File: src/rtl/dnrs_pkg.sv
`timescale 1ns / 1ps
// shared types, constants and helpers for the directional nearest rectangle select unit
// no dependencies
package dnrs_pkg;

  localparam int COORD_BITS = 10;
  localparam int SIZE_BITS  = COORD_BITS + 1;
  localparam int GAP_BITS   = COORD_BITS + 1;
  localparam int DEV_BITS   = COORD_BITS + 2;
  localparam int ID_BITS    = 6;
  localparam int ARITH_BITS = COORD_BITS + 4;   // signed width for sums and differences
  localparam int CFG_BITS   = SIZE_BITS;        // widest register
  localparam int CFG_IDX_BITS = 3;
  localparam int IN_BITS    = ID_BITS + 2 * COORD_BITS + 2 * SIZE_BITS;
  localparam int IN_BYTES_BITS = ((IN_BITS + 7) / 8) * 8;
  localparam int OUT_BITS   = 1 + ID_BITS + GAP_BITS + DEV_BITS;
  localparam int OUT_BYTES_BITS = ((OUT_BITS + 7) / 8) * 8;

  localparam int QDEPTH     = 4;
  localparam int QPTR_BITS  = $clog2(QDEPTH);
  localparam int QCNT_BITS  = $clog2(QDEPTH + 1);

  typedef enum logic [1:0] {
    DIR_LEFT  = 2'd0,
    DIR_DOWN  = 2'd1,
    DIR_UP    = 2'd2,
    DIR_RIGHT = 2'd3
  } dir_t;

  typedef enum logic [CFG_IDX_BITS-1:0] {
    REG_FOCUS_X     = 3'd0,
    REG_FOCUS_Y     = 3'd1,
    REG_FOCUS_W     = 3'd2,
    REG_FOCUS_H     = 3'd3,
    REG_DIRECTION   = 3'd4,
    REG_FOCUSED_ID  = 3'd5,
    REG_FOCUS_VALID = 3'd6
  } cfg_reg_t;

  // one classified candidate as it sits in the queue
  typedef struct packed {
    logic                ok;
    logic                last;
    logic [ID_BITS-1:0]  id;
    logic [GAP_BITS-1:0] gap;
    logic [DEV_BITS-1:0] dev;
  } dnrs_rec_t;

  typedef struct packed {
    logic full;
    logic empty;
  } dnrs_qstat_t;

  function automatic logic signed [ARITH_BITS-1:0] ext_coord(input logic [COORD_BITS-1:0] v);
    return $signed({{(ARITH_BITS - COORD_BITS){1'b0}}, v});
  endfunction

  function automatic logic signed [ARITH_BITS-1:0] ext_size(input logic [SIZE_BITS-1:0] v);
    return $signed({{(ARITH_BITS - SIZE_BITS){v[SIZE_BITS-1]}}, v});
  endfunction

endpackage

File: src/rtl/dnrs_front.sv
`timescale 1ns / 1ps
// front end: configuration registers, candidate intake and classification
// depends on dnrs_pkg
module dnrs_front import dnrs_pkg::*; (
  input  logic                      clk,
  input  logic                      rst,
  input  logic                      cfg_we,
  input  logic [CFG_IDX_BITS-1:0]   cfg_index,
  input  logic [CFG_BITS-1:0]       cfg_data,
  input  logic                      s_tvalid,
  output logic                      s_tready,
  input  logic [IN_BYTES_BITS-1:0]  s_tdata,
  input  logic                      s_tlast,
  input  dnrs_qstat_t               qstat,
  output logic                      push,
  output dnrs_rec_t                 push_rec
);

  logic [COORD_BITS-1:0] focus_x;
  logic [COORD_BITS-1:0] focus_y;
  logic [SIZE_BITS-1:0]  focus_w;
  logic [SIZE_BITS-1:0]  focus_h;
  dir_t                  direction;
  logic [ID_BITS-1:0]    focused_id;
  logic                  focus_valid;

  always_ff @(posedge clk) begin
    if (rst) begin
      focus_x     <= '0;
      focus_y     <= '0;
      focus_w     <= '0;
      focus_h     <= '0;
      direction   <= DIR_LEFT;
      focused_id  <= '0;
      focus_valid <= 1'b0;
    end else if (cfg_we) begin
      case (cfg_reg_t'(cfg_index))
        REG_FOCUS_X:     focus_x     <= cfg_data[COORD_BITS-1:0];
        REG_FOCUS_Y:     focus_y     <= cfg_data[COORD_BITS-1:0];
        REG_FOCUS_W:     focus_w     <= cfg_data[SIZE_BITS-1:0];
        REG_FOCUS_H:     focus_h     <= cfg_data[SIZE_BITS-1:0];
        REG_DIRECTION:   direction   <= dir_t'(cfg_data[1:0]);
        REG_FOCUSED_ID:  focused_id  <= cfg_data[ID_BITS-1:0];
        REG_FOCUS_VALID: focus_valid <= cfg_data[0];
        default: ;
      endcase
    end
  end

  logic [ID_BITS-1:0]    cand_id;
  logic [COORD_BITS-1:0] cand_x;
  logic [COORD_BITS-1:0] cand_y;
  logic [SIZE_BITS-1:0]  cand_w;
  logic [SIZE_BITS-1:0]  cand_h;

  assign cand_id = s_tdata[ID_BITS-1:0];
  assign cand_x  = s_tdata[ID_BITS +: COORD_BITS];
  assign cand_y  = s_tdata[ID_BITS + COORD_BITS +: COORD_BITS];
  assign cand_w  = s_tdata[ID_BITS + 2*COORD_BITS +: SIZE_BITS];
  assign cand_h  = s_tdata[ID_BITS + 2*COORD_BITS + SIZE_BITS +: SIZE_BITS];

  logic horiz, fwd;
  logic signed [ARITH_BITS-1:0] a_c, a_cs, a_f, a_fs;   // along travel
  logic signed [ARITH_BITS-1:0] x_c, x_cs, x_f, x_fs;   // across travel
  logic signed [ARITH_BITS-1:0] gap, dev, dev_abs;
  logic overlap, size_ok;

  always_comb begin
    horiz = (direction == DIR_LEFT) || (direction == DIR_RIGHT);
    fwd   = (direction == DIR_DOWN) || (direction == DIR_RIGHT);
    a_c   = horiz ? ext_coord(cand_x)  : ext_coord(cand_y);
    a_cs  = horiz ? ext_size(cand_w)   : ext_size(cand_h);
    a_f   = horiz ? ext_coord(focus_x) : ext_coord(focus_y);
    a_fs  = horiz ? ext_size(focus_w)  : ext_size(focus_h);
    x_c   = horiz ? ext_coord(cand_y)  : ext_coord(cand_x);
    x_cs  = horiz ? ext_size(cand_h)   : ext_size(cand_w);
    x_f   = horiz ? ext_coord(focus_y) : ext_coord(focus_x);
    x_fs  = horiz ? ext_size(focus_h)  : ext_size(focus_w);

    gap     = fwd ? (a_c - (a_f + a_fs)) : (a_f - (a_c + a_cs));
    overlap = (x_c < (x_f + x_fs)) && (x_f < (x_c + x_cs));
    dev     = (x_c + x_c + x_cs) - (x_f + x_f + x_fs);
    dev_abs = dev[ARITH_BITS-1] ? -dev : dev;
    size_ok = !cand_w[SIZE_BITS-1] && (cand_w != '0) &&
              !cand_h[SIZE_BITS-1] && (cand_h != '0);

    push_rec.ok   = focus_valid && (cand_id != focused_id) && size_ok && overlap &&
                    !gap[ARITH_BITS-1];
    push_rec.last = s_tlast;
    push_rec.id   = cand_id;
    push_rec.gap  = gap[GAP_BITS-1:0];
    push_rec.dev  = dev_abs[DEV_BITS-1:0];
  end

  assign s_tready = !qstat.full;
  assign push     = s_tvalid && s_tready;

endmodule

File: src/rtl/dnrs_queue.sv
`timescale 1ns / 1ps
// short word queue between the classifying front and the selecting back end
// depends on dnrs_pkg
module dnrs_queue import dnrs_pkg::*; (
  input  logic        clk,
  input  logic        rst,
  input  logic        push,
  input  dnrs_rec_t   push_rec,
  input  logic        pop,
  output dnrs_rec_t   head,
  output dnrs_qstat_t qstat
);

  dnrs_rec_t            slots [QDEPTH];
  logic [QPTR_BITS-1:0] wr_ptr, rd_ptr;
  logic [QCNT_BITS-1:0] count, count_next;

  always_comb begin
    count_next = count;
    if (push && !pop) count_next = count + QCNT_BITS'(1);
    if (pop && !push) count_next = count - QCNT_BITS'(1);
  end

  always_ff @(posedge clk) begin
    if (rst) begin
      wr_ptr <= '0;
      rd_ptr <= '0;
      count  <= '0;
    end else begin
      if (push) wr_ptr <= wr_ptr + QPTR_BITS'(1);
      if (pop)  rd_ptr <= rd_ptr + QPTR_BITS'(1);
      count <= count_next;
    end
  end

  always_ff @(posedge clk) begin
    if (push) slots[wr_ptr] <= push_rec;
  end

  assign head        = slots[rd_ptr];
  assign qstat.full  = (count == QCNT_BITS'(QDEPTH));
  assign qstat.empty = (count == '0);

`ifndef SYNTH
  a_no_overflow: assert property (@(posedge clk) disable iff (rst)
    !(push && qstat.full)) else $error("queue written while full");
  a_count_bound: assert property (@(posedge clk) disable iff (rst)
    count <= QCNT_BITS'(QDEPTH)) else $error("queue count out of range");
`endif

endmodule

File: src/rtl/dnrs_back.sv
`timescale 1ns / 1ps
// back end: running best selection and the result output register
// depends on dnrs_pkg
module dnrs_back import dnrs_pkg::*; (
  input  logic                      clk,
  input  logic                      rst,
  input  dnrs_qstat_t               qstat,
  input  dnrs_rec_t                 head,
  output logic                      pop,
  output logic                      m_tvalid,
  input  logic                      m_tready,
  output logic [OUT_BYTES_BITS-1:0] m_tdata
);

  logic                have_best;
  logic [GAP_BITS-1:0] kept_gap;
  logic [DEV_BITS-1:0] kept_dev;
  logic [ID_BITS-1:0]  kept_id;

  logic                have_best_next;
  logic [GAP_BITS-1:0] kept_gap_next;
  logic [DEV_BITS-1:0] kept_dev_next;
  logic [ID_BITS-1:0]  kept_id_next;
  logic                better, out_free, pop_last;

  // a last word needs the output register free, other words pop freely
  assign out_free = !m_tvalid || m_tready;
  assign pop      = !qstat.empty && (!head.last || out_free);
  assign pop_last = pop && head.last;

  always_comb begin
    better = head.ok && (!have_best || (head.gap < kept_gap) ||
             ((head.gap == kept_gap) && (head.dev < kept_dev)));
    have_best_next = have_best || better;
    kept_gap_next  = better ? head.gap : kept_gap;
    kept_dev_next  = better ? head.dev : kept_dev;
    kept_id_next   = better ? head.id  : kept_id;
  end

  always_ff @(posedge clk) begin
    if (rst) begin
      have_best <= 1'b0;
      kept_gap  <= '0;
      kept_dev  <= '0;
      kept_id   <= '0;
    end else if (pop_last) begin
      have_best <= 1'b0;
      kept_gap  <= '0;
      kept_dev  <= '0;
      kept_id   <= '0;
    end else if (pop) begin
      have_best <= have_best_next;
      kept_gap  <= kept_gap_next;
      kept_dev  <= kept_dev_next;
      kept_id   <= kept_id_next;
    end
  end

  always_ff @(posedge clk) begin
    if (rst) begin
      m_tvalid <= 1'b0;
    end else if (pop_last) begin
      m_tvalid <= 1'b1;
    end else if (m_tready) begin
      m_tvalid <= 1'b0;
    end
  end

  // kept fields are zero whenever nothing has been kept, so no masking here
  always_ff @(posedge clk) begin
    if (pop_last) begin
      m_tdata <= OUT_BYTES_BITS'({kept_dev_next, kept_gap_next, kept_id_next, have_best_next});
    end
  end

`ifndef SYNTH
  a_clear_after_last: assert property (@(posedge clk) disable iff (rst)
    pop_last |=> !have_best) else $error("search state not cleared after last word");
  a_empty_is_zero: assert property (@(posedge clk) disable iff (rst)
    !have_best |-> (kept_id == '0) && (kept_gap == '0) && (kept_dev == '0))
    else $error("kept fields nonzero without a kept candidate");
  a_no_result_overwrite: assert property (@(posedge clk) disable iff (rst)
    pop_last |-> out_free) else $error("result register overwritten while held");
`endif

endmodule

File: src/rtl/directional_nearest_rect_select_unit.sv
`timescale 1ns / 1ps
// top level of the directional nearest rectangle select unit
// depends on dnrs_pkg, dnrs_front, dnrs_queue, dnrs_back
//
// usage
//   config: write the focused rectangle, its id, the valid flag and the direction
//   through cfg_we / cfg_index / cfg_data while no search is in flight
//   s_* channel: one candidate rectangle per word, s_tlast on the final one
//   m_* channel: one result word per search, sent after the word marked last
// dataflow
//   one candidate word is taken every cycle while the queue is not full; the front
//   classifies it in the cycle it is accepted and writes it into a four-entry queue;
//   the back end updates the running best from the queue head, one word per cycle
//   unless a last word waits on a held result; popping the last word sets m_tvalid
// reset
//   rst (synchronous) clears the config registers, the queue and the search state
// stalls
//   a held result blocks only the next last word at the queue head; other words keep
//   flowing until the queue fills, then s_tready drops
module directional_nearest_rect_select_unit import dnrs_pkg::*; (
  input  logic                      clk,
  input  logic                      rst,
  // configuration write port
  input  logic                      cfg_we,
  input  logic [CFG_IDX_BITS-1:0]   cfg_index,
  input  logic [CFG_BITS-1:0]       cfg_data,
  // candidate stream
  input  logic                      s_tvalid,
  output logic                      s_tready,
  input  logic [IN_BYTES_BITS-1:0]  s_tdata,   // cand_id, cand_x, cand_y, cand_w, cand_h
  input  logic                      s_tlast,   // cand_last
  // result stream
  output logic                      m_tvalid,
  input  logic                      m_tready,
  output logic [OUT_BYTES_BITS-1:0] m_tdata    // found, best_id, best_gap, best_deviation
);

  dnrs_qstat_t qstat;
  dnrs_rec_t   push_rec, head;
  logic        push, pop;

  // classification of each candidate against the focus
  dnrs_front u_front (
    .clk       (clk),
    .rst       (rst),
    .cfg_we    (cfg_we),
    .cfg_index (cfg_index),
    .cfg_data  (cfg_data),
    .s_tvalid  (s_tvalid),
    .s_tready  (s_tready),
    .s_tdata   (s_tdata),
    .s_tlast   (s_tlast),
    .qstat     (qstat),
    .push      (push),
    .push_rec  (push_rec)
  );

  // decouples intake from result backpressure
  dnrs_queue u_queue (
    .clk      (clk),
    .rst      (rst),
    .push     (push),
    .push_rec (push_rec),
    .pop      (pop),
    .head     (head),
    .qstat    (qstat)
  );

  // lexicographic min over (gap, deviation), first wins on ties
  dnrs_back u_back (
    .clk      (clk),
    .rst      (rst),
    .qstat    (qstat),
    .head     (head),
    .pop      (pop),
    .m_tvalid (m_tvalid),
    .m_tready (m_tready),
    .m_tdata  (m_tdata)
  );

endmodule
File: config.mk
export PLATFORM = sky130hd
export DESIGN_NAME = directional_nearest_rect_select_unit
export DESIGN_NICKNAME = d
export VERILOG_FILES = /design/src/rtl/dnrs_pkg.sv /design/src/rtl/dnrs_front.sv /design/src/rtl/dnrs_queue.sv /design/src/rtl/dnrs_back.sv /design/src/rtl/directional_nearest_rect_select_unit.sv
export SDC_FILE = /design/constraint.sdc
export NUM_CORES = 1
export LEC_CHECK = 0
export ABC_AREA = 1
export BUFFER_PORTS_ARGS = -buffer_cell sky130_fd_sc_hd__buf_4
export CAP_MARGIN = 0
export CELL_PAD_IN_SITES_DETAIL_PLACEMENT = 1
export CELL_PAD_IN_SITES_GLOBAL_PLACEMENT = 1
export CORE_MARGIN = 2
export CORE_UTILIZATION = 43
export CTS_BUF_LIST = sky130_fd_sc_hd__clkbuf_2
export CTS_CLUSTER_DIAMETER = 100
export DETAILED_ROUTE_END_ITERATION = 16
export PLACE_DENSITY = 0.81
export SETUP_SLACK_MARGIN = 0.2
export SLEW_MARGIN = 20
export SYNTH_ARGS = -nofsm -noshare
export SYNTH_HDL_FRONTEND = slang
export SYNTH_HIERARCHICAL = 1
export SYNTH_SLANG_ARGS = --single-unit
File: constraint.sdc
create_clock -name clk -period 4.43 [get_ports clk]
set_input_delay 0.443 -clock clk [delete_from_list [all_inputs] [get_ports clk]]
set_output_delay 0.443 -clock clk [all_outputs]
set_load 0.005 [all_outputs]
; ---- After elaboration in Yosys (flattened, before gate mapping)
; Memory sizes are Yosys's and may differ from the RTL's. A register that Yosys moved wholly into a read port is not among the register bits.
; Cells that the tools add are included.
[classes]
n_addsub = 16
n_shift = 0
bitwise_logic = 0
n_div = 0
n_reduce_logical = 47
n_eq_ne = 11
n_mux = 21
magnitude_cmp = 4
multipliers = 0
[ops]
columns = op, count
row1 = 14-bit adder, 8
row2 = 14-bit 2-to-1 mux, 5
row3 = 14-bit subtractor, 3
row4 = 10-bit 2-to-1 mux, 4
row5 = 14-bit less-than comparator, 2
row6 = 12-bit 2-to-1 mux, 2
row7 = 11-bit nonzero test, 2
row8 = 1-bit logical AND, 15
row9 = 2-bit AND reduction, 7
row10 = "3-bit == test, second input constant", 4
row11 = 12-bit less-than comparator, 1
row12 = 12-bit negator, 1
row13 = 11-bit == test, 1
row14 = 11-bit less-than comparator, 1
row15 = 11-bit 2-to-1 mux, 1
row16 = 1-bit zero test, 10
row17 = 1-bit logical OR, 7
row18 = "3-bit by 2-bit == test with 1-bit output, second input constant", 2
row19 = 3-bit zero test, 2
row20 = 3-bit 2-to-1 mux, 2
row21 = 6-bit 2-to-1 mux, 1
row22 = 6-bit inequality test, 1
row23 = "2-bit by 1-bit adder with 2-bit output, second input constant", 2
row24 = 1-bit 2-to-1 mux, 4
row25 = other kinds (9), 11
[word_totals]
ramBits = 124
romBits = 0
in_bits = 68
ff_bits = 119
latchBits = 0
n_memories = 1
[memory_table]
columns = memory, depth, width, rd, rd_ports_with_merged_regs, write_ports, line_no
row1 = u_queue.slots, 4, 31, 1, 1, 1, dnrs_queue.sv:14  ; dnrs_rec_t slots [QDEPTH];

; ---- Longest topological paths before layout
; Gate-level depths: netlist of the first run.
[logic_depth]
ltp_word = 8
mapped_depth = 28
mapped_depth_nobuf = 25

; ---- Modules after synthesis
; Netlist of the first run, hierarchy kept.
[modules_own_cells]
columns = module, seq_area_each_um2, area_each_um2, n_inst, cells_each
row1 = dnrs_front, 1021.0, 7778.7, 1, 1245
row2 = dnrs_queue, 3903.7, 5084.9, 1, 358
row3 = dnrs_back, 1521.5, 3260.6, 1, 422

; ---- Least setup slack after synthesis of the first run
; No wires, ideal clock.
[synth_timing]
path_type = reg2reg
startpoint = register u_front.direction[1]
endpoint = memory u_queue/slots[0][3] (netlist bit) (data pin)
path_buffers = 5
setup_ps = 271
stages_incl_launch_ff = 21
required_time_ps = 4159
arrival_ps = 4165
path_slack_ps = -5
path_cell_list = dfxtp_1 -> inv_1 -> ha_1 -> buf_4 -> buf_2 -> buf_2 -> clkbuf_1 -> nand2_1 -> o21ai_0 -> fa_1 -> fa_1 -> inv_1 -> ha_1 -> a21oi_1 -> o21ai_0 -> a21oi_1 -> nand2_2 -> xor2_4 -> buf_6 -> nand2_1 -> xor2_1
[synth_rtl]
columns = item, line_no
row1 = from (decl), dnrs_front.sv:23  ; dir_t direction;
row2 = from (signal assigned), dnrs_front.sv:42  ; REG_DIRECTION: direction <= dir_t'(cfg_data[1:0]);
row3 = to (decl), dnrs_queue.sv:14

==> results.cfg, run 1 <==
[global_route]
use_met2_pct = 48.3
antenna_found_initial = 1
grt_usage_pct = 26.6
top_usage_layer = met2
grt_pass1_vias = 15200
grt_pass1_wl_mm = 80.8
grtUsageMet3_pct = 3.82
use_met1_pct = 31.9
grt_max_degree = 63
grt_overflow = 0

[sta]
worst_pin_slew_ns = 0.777
period_needed_ns = 4.05
clock_skew_ns = 0.110
finalHoldViolCount = 0
slew_headroom_pct = 47.7
setup_viol = 0
fin_crit_sh_pct = 91.4
rsz0062_at_grt = no
max_freq_ghz = 0.247
finalMaxSlewViolations = 0

[floorplan]
coreArea_mm2 = 0.0368
row_count = 70
ios = 102
fp.dieH_um = 198
start_util_pct = 43.8
dieArea_mm2 = 0.0391
die_w_um = 198

[power]
p_total_w = 0.0104
p_per_area_mw_per_mm2 = 549
ir_drop_mv = 0.260
p_leak_nw = 8.85

[setup_path]
cp.buffers_inverters = 6
cp.arrival_ns = 4.65
cp_cell_sequence = inv_1 > ha_4 > buf_12 > inv_6 > buf_4 > buf_6 > o21ai_0 > buf_4 > fa_1 > ha_1 > nand2_1 > a21oi_1 > a211oi_1 > xor2_1 > o21ai_0
crit_path_top_delay_cell = fa_1
cp-end-kind = flip-flop
crit_family = adder cells
cp.required_ns = 5.03
start_kind = flip-flop
critical_path.max_fanout = 22
setup.worst_path.class = reg -> reg
cpPeakStageDelay_ns = 0.45

[route]
drc_errors = 0
wirelength_mm = 51.7
wl_per_cell_um = 18.8
num_vias = 14700
drt_first_pass_iters = 5
ant_nets = 0
vias_per_cell = 5.34
first_iter_violations = 836

[placement]
gp_congestion = 0.966
placedInstanceArea_mm2 = 0.0175
dpl.cell_count = 2574
dp_hpwl_mm = 38.8
port_buffers = 99

[cells_and_area]
stdcell_area_mm2 = 0.0190
final_nets = 2436
mostFrequentLayoutCells = 463 x nand2_1, 295 x inv_1, 163 x buf_4, 159 x nor2_1, 154 x edfxtp_1
layout_commonest_cell = nand2_1
multi_input_area_mm2 = 0.00835
area_delta_synth_final_pct = 17.7
drive_gt1_share_pct = 17.4
fin_util_pct = 51.6
n_fill_cell = 4583
regArea_mm2 = 0.00645
finalNonFillerCells = 2747

[worst_hold_path]
hold_path_class = in -> reg

[logic_synthesis]
ys_warn_count = 6
synth_cells = 2025
synthDistinctLibCells = 45
syn_area_mm2 = 0.0161
yosys-top-cells-area = edfxtp_1 29%, dfxtp_1 11%, nand2_1 11%, ha_1 8.2%, inv_1 6.9%
ys_seq_area_share_pct = 40.0
yosysTopAreaCellShare_pct = 28.7
syn_area_per_cell_um2 = 7.96
ys_ff_latch = 245
synth_top_area_cell = edfxtp_1

[flow_run]
drv_cap = 0

[clocking]
clkSinkCount = 245
root_buffer = clkbuf_2
htree_levels = 3
tritoncts = yes
numCtsBuffers = 66
path_clk_slew_ns = 0.10
clock_latency_ns = 0.95
cts_buffer_depth = 3

[outcome]
status = finished clean
tightest hold or removal path: cells and delay by family:
family / cells / cell delay (ns)
and+or+nand+nor: 1 / 0.08
buffers and inverters: 3 / 0.31
AOI/OAI and AO/OA: 1 / 0.08
synthesized netlist by cell type (all sizes together):
cell     instances
o21a             2
fa              39
a21oi          114
ha             106
clkinv           2
nor4             2
nand3          119
nand2          501
o22ai           34
dfxtp           91
nand3b           3
conb             1
a21boi           1
and2             1
a211oi          29
nor3            12
clkbuf          29
nor2           172
edfxtp         154
xor2            23
o21bai           4
buf             50
xnor2           19
or2              2
a31oi            4
nand4           27
a21o             3
inv            304
o21ai          176
o2111ai          1
area by class of cell:
type / count / area share, %
multi-input cells: 1396 / 44.0
diodes: 2 / 0.0264
flip-flops and latches: 245 / 34.0
clock inverters: 29 / 0.949
well taps: 468 / 3.08
inverters: 306 / 6.12
clock buffers: 93 / 2.45
repair buffers: 208 / 9.42
flip-flops by register name, indices dropped and copies added, names as in the netlist, 6 cells and up, named ones only:
name                cells
u_front/focus_w        11
u_back/kept_gap        11
u_front/focus_y        10
u_back/m_tdata         30
u_queue/slots         124
u_front/focused_id      6
u_front/focus_x        10
u_back/kept_id          6
u_front/focus_h        11
u_back/kept_dev        12
what timing repair did:
item	in CTS	in global routing
resized for setup	1	92
hold buffers	31	0
endpoints found under the hold margin	80	0
gates cloned	1	3
setup buffers	5	9
setup endpoints to repair	57	72
pin swaps	0	16
logic make-up (layout without fill, tap and decap cells):
family	count (synthesis)	in the layout	synth area share, %
DFF	245	245	40.0
AOI/OAI and AO/OA	368	368	12.5
xor gates and xnor gates	42	42	2.44
other	1	4	0.0233
and+or+nand+nor	839	839	21.8
buffers and inverters	385	636	10.2
adders and majority gates	145	145	13.1
metrics by stage:
stage / setup TNS, ns / hold slack [ns] / worst slack (ns)
final: 0 / 0.0987 / 0.383
after global routing: 0 / 0.0852 / 0.174
after CTS: 0 / 0.0103 / 0.212
after detailed placement: -0.0633 / 0.455 / -0.0159
after global placement: 0 / 0.430 / 0.113
after floorplan: 0 / 0.412 / 0.208
per-layer routing:
layer	wire length (µm)	part of all wire [%]	vias up
met5	0	0	-
met4	1750	3.4	0
met3	1920	3.7	110
met2	25800	50	371
met1	22200	43	7107
li1	-	-	7077
path summary, 6_finish.rpt:
check / slack [ns] / start / cells past startpoint / to
max: 0.38 / u_front/direction[1]$_SDFFE_PP0P_ / 15 / u_queue/slots[0][18]$_DFFE_PP_
min: 0.1 / s_tvalid / 5 / u_queue/wr_ptr[0]$_SDFFE_PP0P_
max reg2reg: 0.38 / u_front/direction[1]$_SDFFE_PP0P_ / 15 / u_queue/slots[0][18]$_DFFE_PP_
min reg2reg: 0.47 / u_back/have_best$_SDFFE_PP0P_ / 2 / u_back/have_best$_SDFFE_PP0P_
power breakdown:
part,internal (W),switching [W]
Sequential,0.00324,0.000182
Combinational,0.00190,0.00341
Clock,0.000698,0.000997
(Power assumes the default switching activity.)
==> inputs of run 2 (changes only) <==
Settings changed: CORE_MARGIN 2 to 8, HOLD_SLACK_MARGIN from default to 0.03.
Clock period 4.43 ns to 3.7 ns, I/O delays scaled along.
==> run 2 against run 1 <==
Net effect:
- the flow now finishes with violations (setup timing)
- clock power rose by 21%
- register-to-register slack got worse by 0.67 ns
- critical path depth rose by 5
- first-iteration DRC count rose by 3.0%
- worst setup slack got worse by 0.67 ns
- sequential share of layout area fell by 4.0 points
- core utilization rose by 6.0 points
- non-clock buffer count rose by 195
- routed wire length rose by 17%
- flip-flop and latch count did not move
- hold slack improved by 0.15 ns
- critical endpoint is now u_queue/slots[2][11]$_DFFE_PP_
==> results.cfg, run 2 (same netlist as run 1, synthesis figures left out) <==
[sta]
clock_skew_ns = 0.127
setup_viol = 56
setup_ws_ns = -0.287
slew_headroom_pct = 41.9
setup_tns_ns = -10.50
max_freq_ghz = 0.251
finalMaxSlewViolations = 0
rsz0062_at_grt = yes
finalHoldViolCount = 0
worst_pin_slew_ns = 0.862
fin_crit_sh_pct = 108
period_needed_ns = 3.99

[setup_path]
r2r-start = u_front/direction[1]$_SDFFE_PP0P_
setup.worst_path.class = reg -> reg
crit_end = u_queue/slots[2][11]$_DFFE_PP_
crit_top_cell = buf_4
crit_path_top_delay_cell = fa_1
cp-end-kind = flip-flop
reg2reg_slack_ns = -0.29
cp.arrival_ns = 4.70
cp_num_cells = 20
critical_path.max_fanout = 7
cpPeakStageDelay_ns = 0.54
cp-startpoint = u_front/direction[1]$_SDFFE_PP0P_
start_kind = flip-flop
crit_family = adder cells
cp.buffers_inverters = 8
r2r_cells = 20
cp.required_ns = 4.41
cp_cell_sequence = inv_2 > ha_4 > buf_6 > clkbuf_16 > buf_4 > o21ai_4 > fa_1 > fa_1 > inv_2 > ha_4 > a21oi_2 > o21ai_2 > buf_4 > inv_1 > nand3_2 > a21boi_2 > xor2_2 > buf_4 > nand3_2 > nand2_4
timing.rr.end = u_queue/slots[2][11]$_DFFE_PP_

[placement]
gp_congestion = 0.947
dp_hpwl_mm = 42.0
port_buffers = 99
dp_slack_ns = -0.464
placedInstanceArea_mm2 = 0.0188

[global_route]
grt_usage_pct = 25.4
grt_pass1_wl_mm = 88.7
grt_max_degree = 63
grtUsageMet3_pct = 5.22
antenna_found_initial = 1
use_met1_pct = 28.2
grt_pass1_vias = 17000
grt_overflow = 0
use_met2_pct = 45.8
top_usage_layer = met2

[cells_and_area]
reg_top3 = u_queue/slots (124), u_back/m_tdata (30), u_back/kept_dev (12)
stdcell_area_mm2 = 0.0215
area_delta_synth_final_pct = 33.3
final_nets = 2631
fin_util_pct = 57.6
largest_reg_flops = 124
layout_commonest_cell = nand2_1
drive_gt1_share_pct = 29.2
regMostFlops = u_queue/slots
mostFrequentLayoutCells = 419 x nand2_1, 326 x buf_4, 274 x inv_1, 154 x nor2_1, 154 x edfxtp_1

[power]
p_per_area_mw_per_mm2 = 652
p_leak_nw = 9.92
p_total_w = 0.0140
ir_drop_mv = 0.324

[route]
ant_nets = 0
num_vias = 15900
drt_first_pass_iters = 5
vias_per_cell = 5.42
drc_errors = 0
wirelength_mm = 60.7
first_iter_violations = 861
wl_per_cell_um = 20.6

[clocking]
tritoncts = yes
clkSinkCount = 245
clock_latency_ns = 0.98
cts_buffer_depth = 3
path_clk_slew_ns = 0.10
root_buffer = clkbuf_2
numCtsBuffers = 66
htree_levels = 3

[floorplan]
die_w_um = 210
ios = 102
dieArea_mm2 = 0.0440
row_count = 71
coreArea_mm2 = 0.0373
fp.dieH_um = 210
start_util_pct = 43.2

[worst_hold_path]
hold_path_class = in -> reg

[outcome]
status = finished with violations
violations = setup timing

[flow_run]
drv_cap = 0
run 2: power breakdown:
part           internal [W]  switching, W
clock              0.000824       0.00122
sequential          0.00388      0.000239
combinational       0.00312       0.00473
total               0.00783       0.00618
run 2: worst reg2reg max path, delay by kind of cell (launching register included):
kind	cells	cell delay, ns
AND/OR/NAND/NOR	3	0.29
flip-flops	1	0.35
XOR/XNOR	1	0.11
AO/OA/AOI/OAI	4	0.67
adder cells (fa/ha/maj)	4	1.51
buffers and inverters	8	0.91
run 2: stage by stage:
stage,hold WS [ns],instances
2_1_floorplan,0.412,2026
3_3_place_gp,0.433,2742
3_5_place_dp,0.449,2742
4_1_cts,0.150,2911
5_1_grt,0.170,2941
6_report,0.252,2942
run 2: what timing repair did:
item	4_1_cts	5_1_grt
endpoints found under the hold margin	82	0
buffers inserted	8	23
gates cloned	2	6
gates resized for setup	124	171
pin swaps	26	78
endpoints found under the setup margin	80	80
hold buffers	43	0
run 2: final cells by class:
| cell class | count | area, µm² |
|---|---|---|
| fillers | 4518 | 15800 |
| multi-input cells | 1396 | 9210 |
| well taps | 474 | 593 |
| repair buffers | 403 | 3450 |
| clock buffers | 93 | 465 |
| flip-flops and latches | 245 | 6450 |
| diodes | 2 | 5.00 |
| clock inverters | 23 | 156 |
| inverters | 306 | 1160 |
run 2: layer usage:
layer | vias to the layer above | wire, µm
li1 | 7467 | -
met1 | 7776 | 24000
met2 | 497 | 30300
met3 | 206 | 2880
met4 | 0 | 3470
met5 | - | 0
run 2: how the worst min path moves through the flow:
stage,from,to,depth (start not counted)
after floorplan,u_queue/rd_ptr[1]$_SDFFE_PP0P_,flip-flop,1
after global placement,u_queue/rd_ptr[1]$_SDFFE_PP0P_,u_queue/rd_ptr[1]$_SDFFE_PP0P_,1
after detailed placement,u_queue/rd_ptr[1]$_SDFFE_PP0P_,flip-flop,1
after CTS,s_tdata[2],u_queue/slots[0][25]$_DFFE_PP_,2
after global routing,s_tlast,u_queue/slots[3][29]$_DFFE_PP_,2
final,s_tlast,u_queue/slots[3][29]$_DFFE_PP_,2
